### src/svd_pkg.sv
// Shared types and constants for the space vector PWM sector and duty block.
package svd_pkg;

    localparam int DATA_WIDTH = 16;
    localparam int PER_W      = 15;
    localparam int PROD_W     = DATA_WIDTH + PER_W + 1;
    localparam int Q_W        = PER_W;
    localparam int NUM_W      = PROD_W - 1;
    localparam int REM_W      = DATA_WIDTH + 1;
    localparam int FRONT_ST   = 5;
    localparam int N_CELLS    = Q_W;
    localparam int N_STAGES   = FRONT_ST + N_CELLS + 1;

    localparam logic signed [DATA_WIDTH-1:0] K_ALPHA = 16'sd28378;

    localparam logic [2:0] SEC_NONE = 3'd0;
    localparam logic [2:0] SEC_1    = 3'd1;
    localparam logic [2:0] SEC_2    = 3'd2;
    localparam logic [2:0] SEC_3    = 3'd3;
    localparam logic [2:0] SEC_4    = 3'd4;
    localparam logic [2:0] SEC_5    = 3'd5;
    localparam logic [2:0] SEC_6    = 3'd6;
    localparam logic [2:0] SEC_ALL  = 3'd7;

    typedef struct packed {
        logic signed [DATA_WIDTH-1:0] v_alpha;
        logic signed [DATA_WIDTH-1:0] v_beta;
    } in_t;

    typedef struct packed {
        logic signed [DATA_WIDTH-1:0] duty_u;
        logic signed [DATA_WIDTH-1:0] duty_v;
        logic signed [DATA_WIDTH-1:0] duty_w;
        logic [2:0]                   sector;
        logic                         overmodulated;
    } out_t;

    typedef struct packed {
        logic [2:0]                   sector;
        logic                         ovm;
        logic signed [DATA_WIDTH-1:0] t1;
        logic signed [DATA_WIDTH-1:0] t2;
        logic                         neg;
        logic [DATA_WIDTH-1:0]        den;
        logic [Q_W-1:0]               num;
        logic [REM_W-1:0]             rem;
        logic [Q_W-1:0]               quo;
    } div_t;

endpackage

### src/svd_div_cell.sv
// One restoring-division cell: settles one quotient bit per stage.
module svd_div_cell (
    input  logic          aclk,
    input  logic          en,
    input  svd_pkg::div_t in_data,
    output svd_pkg::div_t out_data
);
    import svd_pkg::*;

    div_t             data_reg;
    div_t             data_next;
    logic [REM_W-1:0] trial;
    logic [REM_W-1:0] den_x;
    logic             qbit;

    always_comb begin
        den_x     = REM_W'(in_data.den);
        trial     = {in_data.rem[REM_W-2:0], in_data.num[Q_W-1]};
        qbit      = trial >= den_x;
        data_next = in_data;
        data_next.rem = qbit ? trial - den_x : trial;
        data_next.num = {in_data.num[Q_W-2:0], 1'b0};
        data_next.quo = {in_data.quo[Q_W-2:0], qbit};
    end

    always_ff @(posedge aclk) begin
        if (en) begin
            data_reg <= data_next;
        end
    end

    assign out_data = data_reg;

endmodule

### config.mk
export PLATFORM = sky130hd
export DESIGN_NAME = svd_div_cell
export DESIGN_NICKNAME = d
export VERILOG_FILES = /design/src/svd_pkg.sv /design/src/svd_div_cell.sv
export SDC_FILE = /design/constraint.sdc
export NUM_CORES = 1
export LEC_CHECK = 0
export BUFFER_PORTS_ARGS = -buffer_cell sky130_fd_sc_hd__buf_2
export CAP_MARGIN = 10
export CORE_MARGIN = 10
export CORE_UTILIZATION = 46
export DETAILED_ROUTE_END_ITERATION = 8
export PLACE_DENSITY_LB_ADDON = 0.3
export SYNTH_ARGS = -nofsm -noshare
export SYNTH_HDL_FRONTEND = slang
export SYNTH_SLANG_ARGS = --single-unit
### constraint.sdc
create_clock -name aclk -period 3.2 [get_ports aclk]
set_input_delay 0.16 -clock aclk [delete_from_list [all_inputs] [get_ports aclk]]
set_output_delay 0.16 -clock aclk [all_outputs]
set_load 0.1 [all_outputs]
* Word level (Yosys, flattened, before mapping)
Index checks and enable logic that the tools add are counted.
** Storage, ports and cells
- Output and inout bits :: 100
- Register bits after elaboration :: 99
- Input bits :: 102
- Word-level logic and storage cells :: 12
** Cells by class
- Muxes and demuxes :: 1
- $add $sub $neg :: 1
- Magnitude comparators :: 1
** Operators with widths (number)
- greater-or-equal comparator 17 x 16 -> 1 bit :: 1
- two-way mux 17 bit :: 1
- subtractor 17 x 16 -> 17 bit :: 1

* Longest topological paths before layout
- Word-level depth :: 2
- Mapped depth :: 10
- Depth with buffers taken out :: 10

* Least setup slack after synthesis
OpenSTA, ideal clock, no wires.
- Path type :: input to register
- Start point :: input port in_data[51] (netlist bit)
- End point :: register data_reg, in the netlist out_data[25] (data pin)
- Arrival time :: 2.021 ns
- Buffers on the path :: 1
- Required time :: 2.940 ns
- Setup time :: 0.260 ns
- Path slack :: 0.919 ns
- Cell stages on the path :: 10
- Cell sequence :: inv_1 -> ha_1 -> a21o_1 -> a31oi_1 -> o21ai_2 -> a21oi_4 -> o211ai_2 -> a21oi_4 -> buf_12 -> mux2_4
** RTL lines
- from (decl) :: line svd_div_cell.sv:5 : input svd_pkg::div_t in_data,
- to (signal assigned) :: line svd_div_cell.sv:28 : data_reg <= data_next;
- to (decl) :: line svd_div_cell.sv:10 : div_t data_reg;

==> qor.csv <==
stage,metric,value,unit
clocking,Clock H-tree levels,3,
synth,"Cell Area, Synth",0.00405,mm^2
sta,Period minus WS final,2.83,ns
global_routing,global-route wire length before repair,19.0,mm
cells_and_area,number of flip-flops in the largest register,99,
floorplan,Placement Rows,34,
drt,number of iterations in the first detailed-routing pass,4,
sta,max-slew violation count,0,
placed_design,GPL Wtd Cong,0.778,
run,reported max-cap violation count,0,
synth,number of flops mapped to enable cells by yosys,99,
floorplan,core region area,0.00864,mm^2
synth,synthesized instance count,238,
placed_design,detailed placer's ending HPWL,8.74,mm
clocking,clk buf depth,2,
global_routing,grt total ovfl,0,
drt,sum of routed wire length over all layers,13.0,mm
clocking,Num CTS Buffers,9,
sta,"Period Utilization, post-route",88.5,%
synth,most used flip-flop cell after synthesis,sky130_fd_sc_hd__edfxtp_1,
setup_path,category of the worst setup path launch point,input pin,
global_routing,Tot GR Track Use,18.9,%
global_routing,number of global-route vias before repair,3318,
sta,total of endpoints with negative setup slack in the final report,0,
power,Peak supply drop,0.282,mV
drt,via-per-instance ratio,4.98,
setup_path,crit path to,out_data[29],
clocking,clock edge transition at the registers on the reported setup and hold paths,0.11,ns
drt,# DRC,0,
synth,sequential cell area fraction in the yosys report,73.4,%
clocking,clock tree root buffer cell,sky130_fd_sc_hd__clkbuf_8,
floorplan,width of the die,114,um
sta,pin slew with the least headroom to its limit,1.18,ns
setup_path,CP startpoint,in_data[47],
synth,Avg Synthesized Cell Area,17.0,um^2
power,overall power after layout,3.82,mW
floorplan,die outline area,0.0130,mm^2
sta,Worst slew margin,21.2,%
drt,count of antenna-violating nets left after detailed routing,0,
drt,routed wirelength normalized by instance count,20.3,um
floorplan,Initial Utilization,46.9,%
global_routing,number of antenna violations at the first check in global routing,1,
placed_design,Port Buffers,198,
sta,Fmax,0.353,GHz
power,leakage dissipation,2.73,nW
cells_and_area,number of nets in the layout,644,
clocking,TritonCTS Sinks,99,
sta,final sum of negative setup slack,0,ns
sta,unrepaired setup endpoints after global routing,false,
power,PD cells,621,mW/mm^2
synth,unique cell type count in the Yosys netlist,36,
setup_path,crit path capture type,flip-flop,
setup_path,critical path start-end classification,input pin to flip-flop,
setup_path,required time reported for the critical path endpoint,3.30,ns
synth,share of synthesized registers carrying an async set or reset,0,%
synth,Synthesized Nets,357,
setup_path,CP max FO,5,
synth,yosys synthesis warning count,0,
setup_path,critical path data arrival time,2.93,ns
clocking,"Setup Fix Bufs, Post-CTS",0,
drt,Via Count,3183,
clocking,CTS tree,done,
synth,synthesis-stage register bit count,99,
drt,detailed router's first-iteration violation count,243,
cells_and_area,layout cell share with drive strength beyond 1,44.9,%
global_routing,largest net degree at the start of global routing,100,
floorplan,Die Y-Extent,114,um
cells_and_area,synthesis-to-finish area growth,51.9,%
status,status,"complete, no violations",
min_path,worst min-delay path category,input pin to flip-flop,
floorplan,I/O Pins,202,
sta,final-report hold violation count,0,
==> per-layer routing <==
metal  wire length, um  vias up  global-route usage, %
met2              6620      185                   34.0
met1              4910     1511                   21.0
met5                13        -                      0
met3              1300       14                   7.09
met4               114        2                   3.51
li1                  -     1471                      -
==> Yosys cell counts (all sizes together) (2+ instances only) <==
library cell  count  area share (%)
mux2             14             4.4
edfxtp           99              73
xnor2             8             1.7
nand2             8            0.74
xor2              5             1.1
a31oi             3            0.46
and3              4            0.68
a21o              9             1.8
buf               2            0.68
a21oi            12             2.0
ha               16             4.9
nand3             2            0.25
o2bb2ai           2            0.43
inv              22             2.0
o21a              4            0.74
nor2              7            0.65
o21ai             8             1.1
==> worst max-delay path, cell delays in order <==
cell                            delay (ns)
sky130_fd_sc_hd__dlygate4sd3_1        0.55
sky130_fd_sc_hd__buf_2                0.13
sky130_fd_sc_hd__ha_1                 0.20
sky130_fd_sc_hd__fa_1                 0.41
sky130_fd_sc_hd__nor2b_1              0.17
sky130_fd_sc_hd__o2111ai_1            0.19
sky130_fd_sc_hd__a31oi_1              0.46
sky130_fd_sc_hd__o2bb2ai_1            0.16
sky130_fd_sc_hd__a21oi_1              0.09
sky130_fd_sc_hd__xnor2_1              0.13
sky130_fd_sc_hd__mux2_4               0.27
==> what timing repair did <==
action | in CTS | in global routing
endpoints found under the hold margin | 78 | 1
hold buffers | 78 | 1
resized for setup | 0 | 0
==> through the flow <==
stage               std cells  hold WS (ns)  utilization [%]  area [um^2]  setup WS (ns)
floorplan                 238         0.259                -         4050          0.919
global placement          543         0.337             59.8         5160          0.571
detailed placement        543         0.338             59.8         5160          0.572
CTS                       637       0.00116             71.1         6140          0.414
global route              638        0.0113             71.2         6150          0.160
finish                    639        0.0378             71.3         6150          0.369
==> report_power, final <==
| group | switching (mW) | internal (mW) | total, mW |
|---|---|---|---|
| sequential | 0.0343 | 1.57 | 1.60 |
| combinational | 1.10 | 0.297 | 1.39 |
| clock | 0.450 | 0.372 | 0.822 |
| total | 1.58 | 2.24 | 3.82 |
==> cell families after synthesis <==
logic type | after synthesis | share of synthesized area [%]
AO/OA/AOI/OAI | 44 | 7.91
XOR/XNOR | 13 | 2.81
adder cells (fa/ha/maj) | 17 | 5.44
buffers and inverters | 24 | 2.72
flip-flops | 99 | 73.4
multiplexers | 15 | 4.69
other | 1 | 0.0926
AND/OR/NAND/NOR | 25 | 2.96
==> final cells by class <==
class,instances,area (um^2)
clock buffer,10,128
antenna,1,2.50
inverter,22,82.6
multi-input combinational,115,968
fill,609,2480
sequential,99,2970
clock inverter,6,72.6
timing repair buffer,278,1790
tap,108,135
==> layout by cell type (no fill, tap or decap), drive strengths merged, types with 3 or more instances in the layout <==
cell type    count
xnor2            8
and3             4
buf            199
xor2             5
edfxtp          99
a21oi           12
o21ai            8
clkbuf          10
nand2            8
a31oi            3
nor2             7
dlygate4sd3     79
inv             25
ha              16
mux2            14
a21o             9
o21a             4
==> worst min path at each step <==
stage                     start      endpoint  slack [ns]  cells past startpoint
global route        in_data[60]  out_data[60]        0.01                      1
detailed placement   in_data[7]   out_data[8]        0.34                      1
global placement    in_data[74]  out_data[74]        0.34                      1
floorplan            in_data[9]  out_data[10]        0.26                      0
finish              in_data[60]  out_data[60]        0.04                      1
CTS                 in_data[61]  out_data[61]       0.001                      1
No activity file was read; power rests on OpenSTA's default activity.
