`config.mk`:
```
export PLATFORM = sky130hd
export DESIGN_NAME = svd_back
export DESIGN_NICKNAME = d
export VERILOG_FILES = /design/src/svd_pkg.sv /design/src/svd_back.sv
export SDC_FILE = /design/constraint.sdc
export NUM_CORES = 1
export LEC_CHECK = 0
export ABC_AREA = 1
export BUFFER_PORTS_ARGS = -buffer_cell sky130_fd_sc_hd__buf_2
export CELL_PAD_IN_SITES_DETAIL_PLACEMENT = 0
export CELL_PAD_IN_SITES_GLOBAL_PLACEMENT = 1
export CORE_MARGIN = 8
export CORE_UTILIZATION = 39
export DETAILED_ROUTE_END_ITERATION = 7
export GPL_TIMING_DRIVEN = 1
export MAX_ROUTING_LAYER = met4
export PLACE_DENSITY_LB_ADDON = 0.15
export SLEW_MARGIN = 20
export SYNTH_ARGS = -nofsm -noshare
export SYNTH_HDL_FRONTEND = slang
export SYNTH_SLANG_ARGS = --single-unit
```
`constraint.sdc`:
```
create_clock -name aclk -period 8.65 [get_ports aclk]
set_clock_uncertainty 0.15 [all_clocks]
set_input_delay 1.73 -clock aclk [delete_from_list [all_inputs] [get_ports aclk]]
set_output_delay 1.73 -clock aclk [all_outputs]
set_load 0.01 [all_outputs]
```
`src/svd_pkg.sv`:
```
// Shared types and constants for the space vector PWM sector and duty block.
package svd_pkg;

    localparam int DATA_WIDTH = 16;
    localparam int PER_W      = 15;
    localparam int PROD_W     = DATA_WIDTH + PER_W + 1;
    localparam int Q_W        = PER_W;
    localparam int NUM_W      = PROD_W - 1;
    localparam int REM_W      = DATA_WIDTH + 1;
    localparam int FRONT_ST   = 5;
    localparam int N_CELLS    = Q_W;
    localparam int N_STAGES   = FRONT_ST + N_CELLS + 1;

    localparam logic signed [DATA_WIDTH-1:0] K_ALPHA = 16'sd28378;

    localparam logic [2:0] SEC_NONE = 3'd0;
    localparam logic [2:0] SEC_1    = 3'd1;
    localparam logic [2:0] SEC_2    = 3'd2;
    localparam logic [2:0] SEC_3    = 3'd3;
    localparam logic [2:0] SEC_4    = 3'd4;
    localparam logic [2:0] SEC_5    = 3'd5;
    localparam logic [2:0] SEC_6    = 3'd6;
    localparam logic [2:0] SEC_ALL  = 3'd7;

    typedef struct packed {
        logic signed [DATA_WIDTH-1:0] v_alpha;
        logic signed [DATA_WIDTH-1:0] v_beta;
    } in_t;

    typedef struct packed {
        logic signed [DATA_WIDTH-1:0] duty_u;
        logic signed [DATA_WIDTH-1:0] duty_v;
        logic signed [DATA_WIDTH-1:0] duty_w;
        logic [2:0]                   sector;
        logic                         overmodulated;
    } out_t;

    typedef struct packed {
        logic [2:0]                   sector;
        logic                         ovm;
        logic signed [DATA_WIDTH-1:0] t1;
        logic signed [DATA_WIDTH-1:0] t2;
        logic                         neg;
        logic [DATA_WIDTH-1:0]        den;
        logic [Q_W-1:0]               num;
        logic [REM_W-1:0]             rem;
        logic [Q_W-1:0]               quo;
    } div_t;

endpackage

```
`src/svd_back.sv`:
```
// On-time centering, phase mapping and output register.
module svd_back (
    input  logic                      aclk,
    input  logic                      en,
    input  svd_pkg::div_t             in_data,
    input  logic [svd_pkg::PER_W-1:0] per,
    output svd_pkg::out_t             out_data
);
    import svd_pkg::*;

    out_t                         out_reg;
    out_t                         out_next;
    logic signed [DATA_WIDTH-1:0] per_s, q, t1, t2, diff, ta, tb, tc;

    always_comb begin
        per_s = DATA_WIDTH'($signed({1'b0, per}));
        q     = DATA_WIDTH'(in_data.quo);
        if (in_data.neg) begin
            q = -q;
        end
        t1 = in_data.ovm ? q : in_data.t1;
        t2 = in_data.ovm ? per_s - q : in_data.t2;
        diff = per_s - t1 - t2;
        ta   = diff >>> 1;
        tb   = ta + t1;
        tc   = tb + t2;
        out_next.sector        = in_data.sector;
        out_next.overmodulated = in_data.ovm;
        unique case (in_data.sector)
            SEC_1: begin
                out_next.duty_u = tb; out_next.duty_v = ta; out_next.duty_w = tc;
            end
            SEC_2: begin
                out_next.duty_u = ta; out_next.duty_v = tc; out_next.duty_w = tb;
            end
            SEC_3: begin
                out_next.duty_u = ta; out_next.duty_v = tb; out_next.duty_w = tc;
            end
            SEC_4: begin
                out_next.duty_u = tc; out_next.duty_v = tb; out_next.duty_w = ta;
            end
            SEC_5: begin
                out_next.duty_u = tc; out_next.duty_v = ta; out_next.duty_w = tb;
            end
            SEC_6: begin
                out_next.duty_u = tb; out_next.duty_v = tc; out_next.duty_w = ta;
            end
            default: begin
                out_next.duty_u = per_s; out_next.duty_v = per_s; out_next.duty_w = per_s;
            end
        endcase
    end

    always_ff @(posedge aclk) begin
        if (en) begin
            out_reg <= out_next;
        end
    end

    assign out_data = out_reg;

endmodule

```
# Word-level counts from Yosys, hierarchy flattened
# Index checks and enable logic that the tools add are counted.
# Widths: inputs -> output; s select.
[word_totals]
word_cells = 21
romBits = 0
ram_bits = 0
latch_bits = 0
output_inout_bits = 52
n_memories = 0
register_bits = 52
input_bits = 117
[op_classes]
magnitude_cmp = 0
addsub = 6
muxes = 4
bitwise = 0
n_reduce_logical = 0
n_eq_ne = 6
n_shift = 0
n_div = 0
multipliers = 0
[op_table]
columns = ["cell", "count"]
rows = [
  ["$pmux 48 s6", 1],
  ["$mux 16", 3],
  ["$sub 16x16->16", 3],
  ["$add 15x16->16", 1],
  ["$add 16x16->16", 1],
  ["$neg 15->16", 1],
  ["$eq 3x3->1 const B", 3],
  ["$eq 3x2->1 const B", 2],
  ["$eq 3x1->1 const B", 1],
]

# Depth between registers and ports, before layout
[depth]
depth_word = 8
depth_mapped = 50
mapped_depth_nobuf = 50

# Worst setup path after synthesis
# OpenSTA, ideal clock, no wires.
[synth_timing]
path_kind = "input port to flip-flop"
from = "input in_data[63] (netlist name)"
to = "register out_reg, in the netlist out_data[51], data pin"
required_ns = 8.243
slack_ns = 0.746
t_arrival_ns = 7.497
path_stages = 44
path_buffers = 2
cell_sequence = "buf_4 > buf_4 > inv_1 > o21ai_0 > ha_1 > a21oi_1 > nand2_1 > nand3_1 > nand3_1 > nand3_2 > a21boi_4 > xor2_1 > a21oi_1 > fa_1 > inv_1 > ha_1 > a21oi_1 > o21a_1 > [... 8 more ...] > nand2_1 > inv_1 > ha_1 > inv_1 > o21bai_1 > nand2_1 > a21oi_1 > nor2_1 > xnor2_1 > ha_1 > nand2_1 > inv_1 > a221oi_1 > nand3_1 > inv_1 > nand3_2 > nand3_1 > nand2_1"
[synth_lines]
columns = ["item", "line_no", "rtl"]
rows = [
  ["start, declared", "svd_back.sv:5", "input svd_pkg::div_t in_data,"],
  ["end signal, assigned", "svd_back.sv:56", "out_reg <= out_next;"],
  ["end, declared", "svd_back.sv:11", "out_t out_reg;"],
]

==> qor.csv <==
stage,metric,value,unit
routing,average vias per placed instance,4.96,
worst_setup_path,critical path capture point type,flop,
worst_setup_path,"delay-heaviest family, CP",adder cells,
timing,worst relative slew slack,58.0,%
timing,RSZ-0062 raised after global routing,false,
power,PwrDens,453,mW/mm2
worst_setup_path,WS Path Type,input pin to flop,
cts,TritonCTS Buffers,5,
finish,area grow syn2layout,25.9,%
die,I/O pin cnt,169,
cts,htree depth,2,
worst_hold_path,HP Class,input pin to flop,
die,Core Footprint,0.0179,mm2
worst_setup_path,Critical Path Fanout Max,4,
worst_setup_path,CP Buf/Inv Count,7,
cts,CTS tree,done,
status,status,completed,
routing,total number of vias,7438,
worst_setup_path,CP max stage cell,fa_1,
timing,Setup TNS,0,ps
power,leakage power,0.00474,uW
logic_synthesis,"Seq/Total Area, Yosys",22.0,%
power,total power,4050,uW
die,chip width,151,um
timing,Worst Tran Pin Value,630,ps
placed_design,HPWL Detailed,18700,um
logic_synthesis,asr flop ratio synth,0,%
power,maximum vdd drop,0.235,mV
worst_setup_path,CP startpoint kind,input pin,
finish,Nets,1458,
routing,Detailed Routing Iterations Pass 1,5,
global_routing,global route overflow,0,
timing,Hold Fails Final Rpt,0,
logic_synthesis,Post-Syn Instances,1056,
worst_setup_path,CP dominant cell by count,nand2_1,
global_routing,gr usage total,19.7,%
cts,clk sinks,52,
routing,final WL,21700,um
routing,drt wl/cell,14.5,um
finish,share of cells above drive strength 1,26.2,%
logic_synthesis,Mean Syn Cell Area,6.73,um2
finish,Largest register FFs,52,
worst_setup_path,WP data arrival,7900,ps
timing,Final min period,8010,ps
logic_synthesis,ys flop type,edfxtp_1,
job,max-cap violations,0,
logic_synthesis,Yosys reg bits,52,
placed_design,placer congestion estimate,0.868,
die,die area,0.0228,mm2
global_routing,vias in the first global route,7205,
finish,antenna fix cells,0,
timing,Hold Slack,1500,ps
cts,CTS Root Cell,clkbuf_16,
global_routing,first-pass GRT wire length,35000,um
cts,clock-pin slew on the worst setup and hold paths,60,ps
placed_design,Port Buf Inserts,120,
logic_synthesis,Synth cell types,49,
die,initial core utilization,39.7,%
routing,DR iter-0 viols,369,
routing,residual DRC count,0,
cts,CTS Buffer Depth,2,
logic_synthesis,Synthesized Nets,1243,
global_routing,largest net degree at the start of global routing,53,
die,Rows,49,
logic_synthesis,Post-synth EDFFs,52,
die,die height,151,um
logic_synthesis,Synth warnings,0,
cts,CTS Hold Buffers Added,0,
worst_setup_path,worst path required time,8540,ps
routing,DRT antenna net count,0,
timing,count of final max-slew check failures,0,
logic_synthesis,synthesized area,0.00711,mm2
global_routing,antenna violations before repair,0,
worst_setup_path,CP max stage delay,470,ps
timing,count of final setup violators,0,
timing,final worst-path cycle share,92.6,%
timing,FMAX,125,MHz
layout by cell type, fill, tap and decap left out, types with 5 or more instances in the layout:
cell / netlist / routed
nand3_1: 90 / 88
buf_2: 1 / 119
or2_2: 12 / 12
buf_4: 2 / 106
edfxtp_1: 52 / 52
clkbuf_16: 0 / 5
xnor2_1: 9 / 8
nand2_1: 313 / 313
nand2_2: 27 / 27
o21ai_0: 30 / 29
o2111ai_1: 28 / 28
fa_1: 13 / 13
ha_1: 57 / 54
inv_2: 10 / 10
inv_1: 177 / 177
a21oi_1: 47 / 43
o21ai_1: 5 / 5
a31oi_1: 10 / 10
o21bai_1: 7 / 7
xor2_1: 24 / 24
nand3_2: 18 / 20
nor2_1: 43 / 42
a21oi_2: 1 / 5
nor2_2: 7 / 8
nand4_1: 16 / 16
layout make-up:
| class | instances | area, um2 |
|---|---|---|
| Clock buffer | 6 | 129 |
| Clock inverter | 2 | 16.3 |
| Fill cell | 1868 | 8950 |
| Inverter | 187 | 702 |
| Multi-Input combinational cell | 800 | 4870 |
| Sequential cell | 52 | 1560 |
| Tap cell | 229 | 287 |
| Timing Repair Buffer | 225 | 1390 |
per-layer routing:
metal  track usage (%)  wire [um]  vias up
met4              5.24        416        0
met1              26.4      10800     3314
met2              31.1       9370      191
met5                 -          0        -
met3              1.91       1190       23
li1                  -          -     3910
metrics by stage:
step	worst slack, ps	cells	util, %	area [um2]
CTS	385	1498	49.3	8830
detailed placement	83.7	1490	48.5	8690
floorplan	746	1056	-	7110
finish	640	1501	50.0	8950
global placement	173	1490	48.5	8690
global route	3.14	1501	50.0	8950
final timing paths:
kind / startpoint / endpoint / slack [ps] / cells after the start
worst min-delay path: in_data[98] / out_data[2] / 1500 / 1
worst max-delay path: in_data[1] / out_data[50] / 640 / 41
cell families (layout without fill, tap and decap cells):
kind of cell | after synthesis | after routing | share of synthesized area, %
AO/OA/AOI/OAI | 148 | 148 | 13.4
flip-flops | 52 | 52 | 22.0
buffers and inverters | 204 | 420 | 11.0
XOR/XNOR | 34 | 34 | 4.29
AND/OR/NAND/NOR | 548 | 548 | 35.6
adder cells (fa/ha/maj) | 70 | 70 | 13.7
synthesized netlist by cell type, types with 18 or more instances:
| library cell | number | area share, % |
|---|---|---|
| edfxtp_1 | 52 | 22 |
| nor2_1 | 43 | 2.3 |
| a21oi_1 | 47 | 3.3 |
| inv_1 | 177 | 9.3 |
| nand3_1 | 90 | 6.3 |
| o2111ai_1 | 28 | 3.4 |
| nand3_2 | 18 | 2.5 |
| nand2_1 | 313 | 17 |
| o21ai_0 | 30 | 2.1 |
| nand2_2 | 27 | 2.4 |
| ha_1 | 57 | 10 |
| xor2_1 | 24 | 3.0 |
power breakdown:
part           leakage (uW)  internal [uW]  total, uW  switching, uW
registers          0.000508            445        466           20.5
clock network     0.0000671            108        197           89.4
logic               0.00416           1430       3390           1960
total               0.00474           1990       4050           2070
timing repair:
action                     in CTS  in global routing
gates resized for setup         0                 17
hold endpoints to repair        0                  0
setup endpoints to repair       0                  9
buffers inserted                0                  3
Power figures use the tool's default switching activity.
