===== src/svd_pkg.sv =====
// Shared types and constants for the space vector PWM sector and duty block.
package svd_pkg;

    localparam int DATA_WIDTH = 16;
    localparam int PER_W      = 15;
    localparam int PROD_W     = DATA_WIDTH + PER_W + 1;
    localparam int Q_W        = PER_W;
    localparam int NUM_W      = PROD_W - 1;
    localparam int REM_W      = DATA_WIDTH + 1;
    localparam int FRONT_ST   = 5;
    localparam int N_CELLS    = Q_W;
    localparam int N_STAGES   = FRONT_ST + N_CELLS + 1;

    localparam logic signed [DATA_WIDTH-1:0] K_ALPHA = 16'sd28378;

    localparam logic [2:0] SEC_NONE = 3'd0;
    localparam logic [2:0] SEC_1    = 3'd1;
    localparam logic [2:0] SEC_2    = 3'd2;
    localparam logic [2:0] SEC_3    = 3'd3;
    localparam logic [2:0] SEC_4    = 3'd4;
    localparam logic [2:0] SEC_5    = 3'd5;
    localparam logic [2:0] SEC_6    = 3'd6;
    localparam logic [2:0] SEC_ALL  = 3'd7;

    typedef struct packed {
        logic signed [DATA_WIDTH-1:0] v_alpha;
        logic signed [DATA_WIDTH-1:0] v_beta;
    } in_t;

    typedef struct packed {
        logic signed [DATA_WIDTH-1:0] duty_u;
        logic signed [DATA_WIDTH-1:0] duty_v;
        logic signed [DATA_WIDTH-1:0] duty_w;
        logic [2:0]                   sector;
        logic                         overmodulated;
    } out_t;

    typedef struct packed {
        logic [2:0]                   sector;
        logic                         ovm;
        logic signed [DATA_WIDTH-1:0] t1;
        logic signed [DATA_WIDTH-1:0] t2;
        logic                         neg;
        logic [DATA_WIDTH-1:0]        den;
        logic [Q_W-1:0]               num;
        logic [REM_W-1:0]             rem;
        logic [Q_W-1:0]               quo;
    } div_t;

endpackage


===== src/svd_front.sv =====
// Projections, sector decode, active times and overmodulation product stages.
module svd_front (
    input  logic                        aclk,
    input  logic [svd_pkg::FRONT_ST-1:0] en,
    input  svd_pkg::in_t                in_data,
    input  logic [svd_pkg::PER_W-1:0]   per,
    output svd_pkg::div_t               out_data
);
    import svd_pkg::*;

    logic signed [2*DATA_WIDTH-1:0] pa_prod_reg;
    logic signed [DATA_WIDTH-1:0]   vb_reg;
    logic signed [DATA_WIDTH-1:0]   r1_reg, r2_reg, r3_reg;
    logic [2:0]                     sec2_reg, sec3_reg, sec4_reg;
    logic signed [PROD_W-1:0]       p1_reg, p2_reg, p3_reg;
    logic signed [DATA_WIDTH-1:0]   t1_reg, t2_reg, sum_reg;
    logic                           ovm_reg;
    div_t                           out_reg;

    logic signed [DATA_WIDTH-1:0] pa, pb, r2_next, r3_next;
    logic [2:0]                   sec_next;
    logic signed [DATA_WIDTH-1:0] x, y, z, t1_next, t2_next, sum_next;
    logic signed [PROD_W-1:0]     per_s;
    logic signed [PROD_W-1:0]     tp;
    logic [PROD_W-1:0]            mag;
    div_t                         out_next;

    assign per_s = PROD_W'($signed({1'b0, per}));

    always_comb begin
        pa       = pa_prod_reg[DATA_WIDTH+14:15];
        pb       = {vb_reg[DATA_WIDTH-1], vb_reg[DATA_WIDTH-1:1]};
        r2_next  = pa - pb;
        r3_next  = -pa - pb;
        sec_next = {(r3_next > 0), (r2_next > 0), (vb_reg > 0)};
    end

    always_comb begin
        x = p1_reg[DATA_WIDTH+14:15];
        y = -p3_reg[DATA_WIDTH+14:15];
        z = -p2_reg[DATA_WIDTH+14:15];
        unique case (sec3_reg)
            SEC_1:   begin t1_next = z;  t2_next = y;  end
            SEC_2:   begin t1_next = y;  t2_next = -x; end
            SEC_3:   begin t1_next = -z; t2_next = x;  end
            SEC_4:   begin t1_next = -x; t2_next = z;  end
            SEC_5:   begin t1_next = x;  t2_next = -y; end
            SEC_6:   begin t1_next = -y; t2_next = -z; end
            default: begin t1_next = '0; t2_next = '0; end
        endcase
        sum_next = t1_next + t2_next;
    end

    always_comb begin
        tp  = PROD_W'(t1_reg) * per_s;
        mag = tp[PROD_W-1] ? -tp : tp;
        out_next.sector = sec4_reg;
        out_next.ovm    = ovm_reg;
        out_next.t1     = t1_reg;
        out_next.t2     = t2_reg;
        out_next.neg    = tp[PROD_W-1];
        out_next.den    = sum_reg;
        out_next.num    = mag[Q_W-1:0];
        out_next.rem    = REM_W'(mag[NUM_W-1:Q_W]);
        out_next.quo    = '0;
    end

    always_ff @(posedge aclk) begin
        if (en[0]) begin
            pa_prod_reg <= (2*DATA_WIDTH)'(in_data.v_alpha) * (2*DATA_WIDTH)'(K_ALPHA);
            vb_reg      <= in_data.v_beta;
        end
        if (en[1]) begin
            r1_reg   <= vb_reg;
            r2_reg   <= r2_next;
            r3_reg   <= r3_next;
            sec2_reg <= sec_next;
        end
        if (en[2]) begin
            p1_reg   <= PROD_W'(r1_reg) * per_s;
            p2_reg   <= PROD_W'(r2_reg) * per_s;
            p3_reg   <= PROD_W'(r3_reg) * per_s;
            sec3_reg <= sec2_reg;
        end
        if (en[3]) begin
            t1_reg   <= t1_next;
            t2_reg   <= t2_next;
            sum_reg  <= sum_next;
            ovm_reg  <= sum_next > $signed({1'b0, per});
            sec4_reg <= sec3_reg;
        end
        if (en[4]) begin
            out_reg <= out_next;
        end
    end

    assign out_data = out_reg;

endmodule


===== config.mk =====
export PLATFORM = sky130hd
export DESIGN_NAME = svd_front
export DESIGN_NICKNAME = d
export VERILOG_FILES = /design/src/svd_pkg.sv /design/src/svd_front.sv
export SDC_FILE = /design/constraint.sdc
export NUM_CORES = 2
export LEC_CHECK = 0
export BUFFER_PORTS_ARGS = -buffer_cell sky130_fd_sc_hd__buf_2
export CAP_MARGIN = 25
export CORE_UTILIZATION = 63
export CTS_CLUSTER_SIZE = 20
export DETAILED_ROUTE_END_ITERATION = 16
export PLACE_DENSITY_LB_ADDON = 0.3
export SLEW_MARGIN = 20
export SYNTH_ARGS = -nofsm -noshare
export SYNTH_HDL_FRONTEND = slang
export SYNTH_SLANG_ARGS = --single-unit

===== constraint.sdc =====
create_clock -name aclk -period 11.7 [get_ports aclk]
set_input_delay 2.925 -clock aclk [delete_from_list [all_inputs] [get_ports aclk]]
set_output_delay 2.925 -clock aclk [all_outputs]
set_load 0.02 [all_outputs]

* Word-level counts from Yosys, hierarchy flattened
Index checks and enable logic that the tools add are counted.
** Storage, ports and cells
- Register bits :: 329
- Output and inout port bits :: 100
- Logic and storage cells :: 51
** Operators by class
- Add/subtract/negate cells :: 10
- $mul :: 5
- Magnitude comparators :: 4
- Equality and inequality tests :: 6
- Muxes and demuxes :: 3
** Operator list (number)
- $pmux 16 s6 :: 2
- $neg 16->16 :: 6
- $mul 16x16->31 :: 3
- $gt 16x1->1 const B :: 3
- $mul 16x16->32 :: 1
- $sub 16x15->16 :: 2
- $mux 31 :: 1
- $neg 31->31 :: 1
- $mul 16x15->30 const B :: 1
- $add 16x16->16 :: 1
- $gt 16x16->1 :: 1
- $eq 3x3->1 const B :: 3
- $eq 3x2->1 const B :: 2
- $eq 3x1->1 const B :: 1

* Depth between registers and ports, before layout
- Depth in word-level cells :: 5
- Mapped depth :: 29
- Mapped depth without buffers :: 26

* Least setup slack after synthesis
OpenSTA, ideal clock, no wires.
- Kind :: input to register
- Start point :: in per[1] (netlist bit)
- End point :: reg p3_reg[30] (data pin)
- Arrival time :: 9.387 ns
- Path slack :: 2.047 ns
- Stages :: 24
- Buffers on the path :: 2
- Path through :: clkbuf_1 > clkbuf_1 > nand2_1 > fa_1 > inv_1 > fa_1 > inv_1 > fa_1 > inv_1 > fa_1 > inv_1 > fa_1 > inv_1 > fa_1 > ha_1 > a211o_1 > a2111oi_0 > a211oi_1 > a41o_1 > o31a_1 > a221oi_1 > o21ai_0 > o41ai_1 > xnor2_1
** Between the ends
- Cells in the longest elaborated chain, start to end :: 1
** Ends and longest elaborated chain
- start: declaration :: RTL line svd_front.sv:6 : input logic [svd_pkg::PER_W-1:0] per,
- $mul 16x16->31 :: RTL line svd_front.sv:82 : p3_reg <= PROD_W'(r3_reg) * per_s;
- end signal: assignment :: RTL line svd_front.sv:82
- end: declaration :: RTL line svd_front.sv:15 : logic signed [PROD_W-1:0] p1_reg, p2_reg, p3_reg;
Every way passes these cells.
A chain may end at the register's enable or synchronous reset.

* Worst setup path after layout
Same ends and word-level chain as after synthesis.

==> impl_metrics.csv <==
group,metric,value,unit
run,cap_violations,0,
clock_network,clk_pin_slew,0.06,ns
clock_network,cts.repair.resized,0,
grt,grt_pass1_vias,40870,
grt,grt_first_pass_wirelength,210500,um
layout,register_area,8078,um2
worst_setup_path,max_stage_delay,0.57,ns
timing,min_period,9.933,ns
detailed_routing,ant_nets,0,
layout,final_common_cell,"inv_1",
grt,antenna_found_initial,3,
timing,fmax,100.7,MHz
layout,final_cell_mix,"inv_1 (1353), fa_1 (1089), nand2_1 (576)",
synth,synth_top_area_share,39.68,%
placement,gp_congestion,0.9264,
worst_setup_path,crit_path_frequent_cell,"fa_1",
placement,dp_hpwl,104600,um
synth,synth_top_area_cell,"fa_1",
grt,track_usage,29.89,%
detailed_routing,finalWirelength,127500,um
worst_setup_path,cp-end-kind,"register",
layout,postLayoutCoreUtil,67.18,%
floorplanning,placementRows,107,
detailed_routing,routed-via-count,38050,
layout,fill_cells,6642,
timing,maxSlewViolCount,0,
timing,rsz0062_at_grt,"no",
synth,yosys.area_share.simple,13.04,%
worst_hold_path,holdCritStartpoint,"t2_reg[0]",
synth,yosys-mux-area-fraction,0.2209,%
detailed_routing,via_per_inst,5.607,
worst_hold_path,min_path_type,"reg2reg",
clock_network,post_cts_buffers,0,
grt,grt_max_degree,62,
worst_setup_path,crit_fanout,40,
floorplanning,initial_core_util,64.02,%
detailed_routing,met3WireLength,9595,um
worst_setup_path,crit_type,"in2reg",
clock_network,cts_tree,"done",
clock_network,cts_root_buffer,"clkbuf_16",
layout,areaGrowthSynthToFinish,4.933,%
timing,finalCritPeriodShare,84.90,%
status,outcome,"finished clean",
timing,report.final.hold_viol_count,0,
clock_network,cts_hold_buf,0,
placement,post_dp_cell_area,56540,um2
worst_setup_path,crit_chain,"buf_2, buf_4, nand2_1, fa_1, inv_1, fa_1, inv_1, fa_1, fa_1, inv_1, fa_1, fa_1, ha_1, a211o_1, a2111oi_0, a211oi_1, a41o_1, o31a_1, a221oi_1, o21ai_0, o41ai_1, xnor2_1",
timing,worst_clock_skew,0.02025,ns
synth,syn_inst,5619,
synth,synth_seq_cells,269,
timing,fin_setup_tns,0,ns
clock_network,cts_buffers,31,
synth,ys_seq_area_share,14.70,%
worst_setup_path,cp_slowest_cell,"a221oi_1",
layout,multi_input_area,40900,um2
clock_network,worstSkewPairLatency,0.64,ns
timing,worstMarginPinSlew,0.9376,ns
clock_network,ctsHtreeMaxLevel,1,
detailed_routing,first_pass_iters,8,
synth,synth_top_family_by_area,"adder cells",
detailed_routing,met1Wirelength,51850,um
placement,place.port_buffers,136,
synth,ys_types,91,
synth,synth_xor_area_share,4.065,%
synth,syn-cell-area,54940,um2
synth,synth_adder_area_share,50.75,%
synth,ys_top_cells_by_area,"fa_1 (40%), edfxtp_1 (15%), ha_1 (11%)",
layout,fin_area,57650,um2
clock_network,clock_path_buffers,3,
worst_setup_path,r2r-start,"r3_reg[9]",
layout,largest_register_ffs,84,
synth,synth_edf_count,269,
detailed_routing,maxUsedRoutingLayer,"met5",
detailed_routing,wl_per_cell,18.78,um
worst_setup_path,crit_required,12.07,ns
synth,ys_async_sr_fraction,0,%
worst_setup_path,cp.arrival,10.31,ns
grt,overflow,0,
floorplanning,dieHeight,297.3,um
worst_setup_path,startpoint,"per[1]",
worst_setup_path,worstRegToRegCells,22,
layout,nNetsFinal,7244,
worst_hold_path,hold_depth,0,
synth,syn_avg_cell_area,9.778,um2
detailed_routing,drc,0,
synth,synth-compound-area-share,6.256,%
synth,synth_ff_type,"edfxtp_1",
floorplanning,die_w,297.3,um
timing,setup_violations,0,
detailed_routing,drtIter0Drc,2459,
clock_network,numClockSinks,269,
timing,maxSlewHeadroom,37.01,%
floorplanning,core_area,85820,um2
layout,layout-drive-gt1-share,4.804,%
floorplanning,ios,153,
worst_setup_path,start_kind,"input pin",
synth,yosys_warnings,0,
detailed_routing,dr_wl_met2,62130,um
floorplanning,die-area,88390,um2
-- layer usage --
metal	GRT usage (%)	vias to the layer above
li1	-	17160
met1	39.67	19160
met2	50.76	1451
met3	5.207	269
met4	8.186	6
met5	0	-
-- worst max-delay path: cells and delay by family --
family / cells / cell delay (ns)
AO/OA/AOI/OAI: 8 / 2.82
XOR/XNOR: 1 / 0.13
adder cells (fa/ha/maj): 7 / 3.07
buffers and inverters: 5 / 1.20
AND/OR/NAND/NOR: 1 / 0.15
-- area by class of cell --
class | instances | share of cell area [%]
flip-flops and latches | 269 | 14.01
repair buffers | 176 | 1.827
well taps | 1144 | 2.483
clock inverters | 25 | 0.5578
diodes | 1 | 0.004341
inverters | 1354 | 8.816
clock buffers | 33 | 1.359
multi-input cells | 3784 | 70.94
-- through the flow --
stage / hold slack [ns] / setup WS [ns] / instances
2_1_floorplan: 0.4003 / 2.047 / 5634
3_3_place_gp: 0.4032 / 1.384 / 6724
3_5_place_dp: 0.4071 / 1.217 / 6727
4_1_cts: 0.4187 / 1.867 / 6785
5_1_grt: 0.4262 / 1.400 / 6785
6_report: 0.4188 / 1.767 / 6786
-- final timing paths --
| kind | endpoint | slack (ns) |
|---|---|---|
| worst max-delay path | p3_reg[30] | 1.77 |
| worst max register to register | p3_reg[30] | 3.88 |
| worst min-delay path | out_data[64] | 0.42 |
| worst min register to register | out_data[64] | 0.42 |
-- cell usage after synthesis (21+ instances only) --
| library cell | n |
|---|---|
| nand2_1 | 576 |
| or3_1 | 21 |
| nor2b_1 | 23 |
| o21a_1 | 32 |
| inv_1 | 1353 |
| nor3_1 | 55 |
| nand3_1 | 29 |
| ha_1 | 486 |
| o21ai_0 | 77 |
| a21o_1 | 42 |
| xnor2_1 | 166 |
| a21oi_1 | 137 |
| and2_1 | 463 |
| fa_1 | 1089 |
| edfxtp_1 | 269 |
| clkbuf_1 | 200 |
| nor2_1 | 146 |
| xor2_1 | 89 |
-- cells by family (layout without fill, tap and decap cells) --
family,Yosys count,in the layout
buf+inv,1581,1588
fa+ha+maj,1575,1575
simple gates,1424,1424
compound gates,502,502
flops,269,269
xor+xnor,255,255
mux,12,12
other cells,1,17
Power is not shown: default switching activity piles up to over one toggle a cycle in this logic, so the estimate is an artifact.
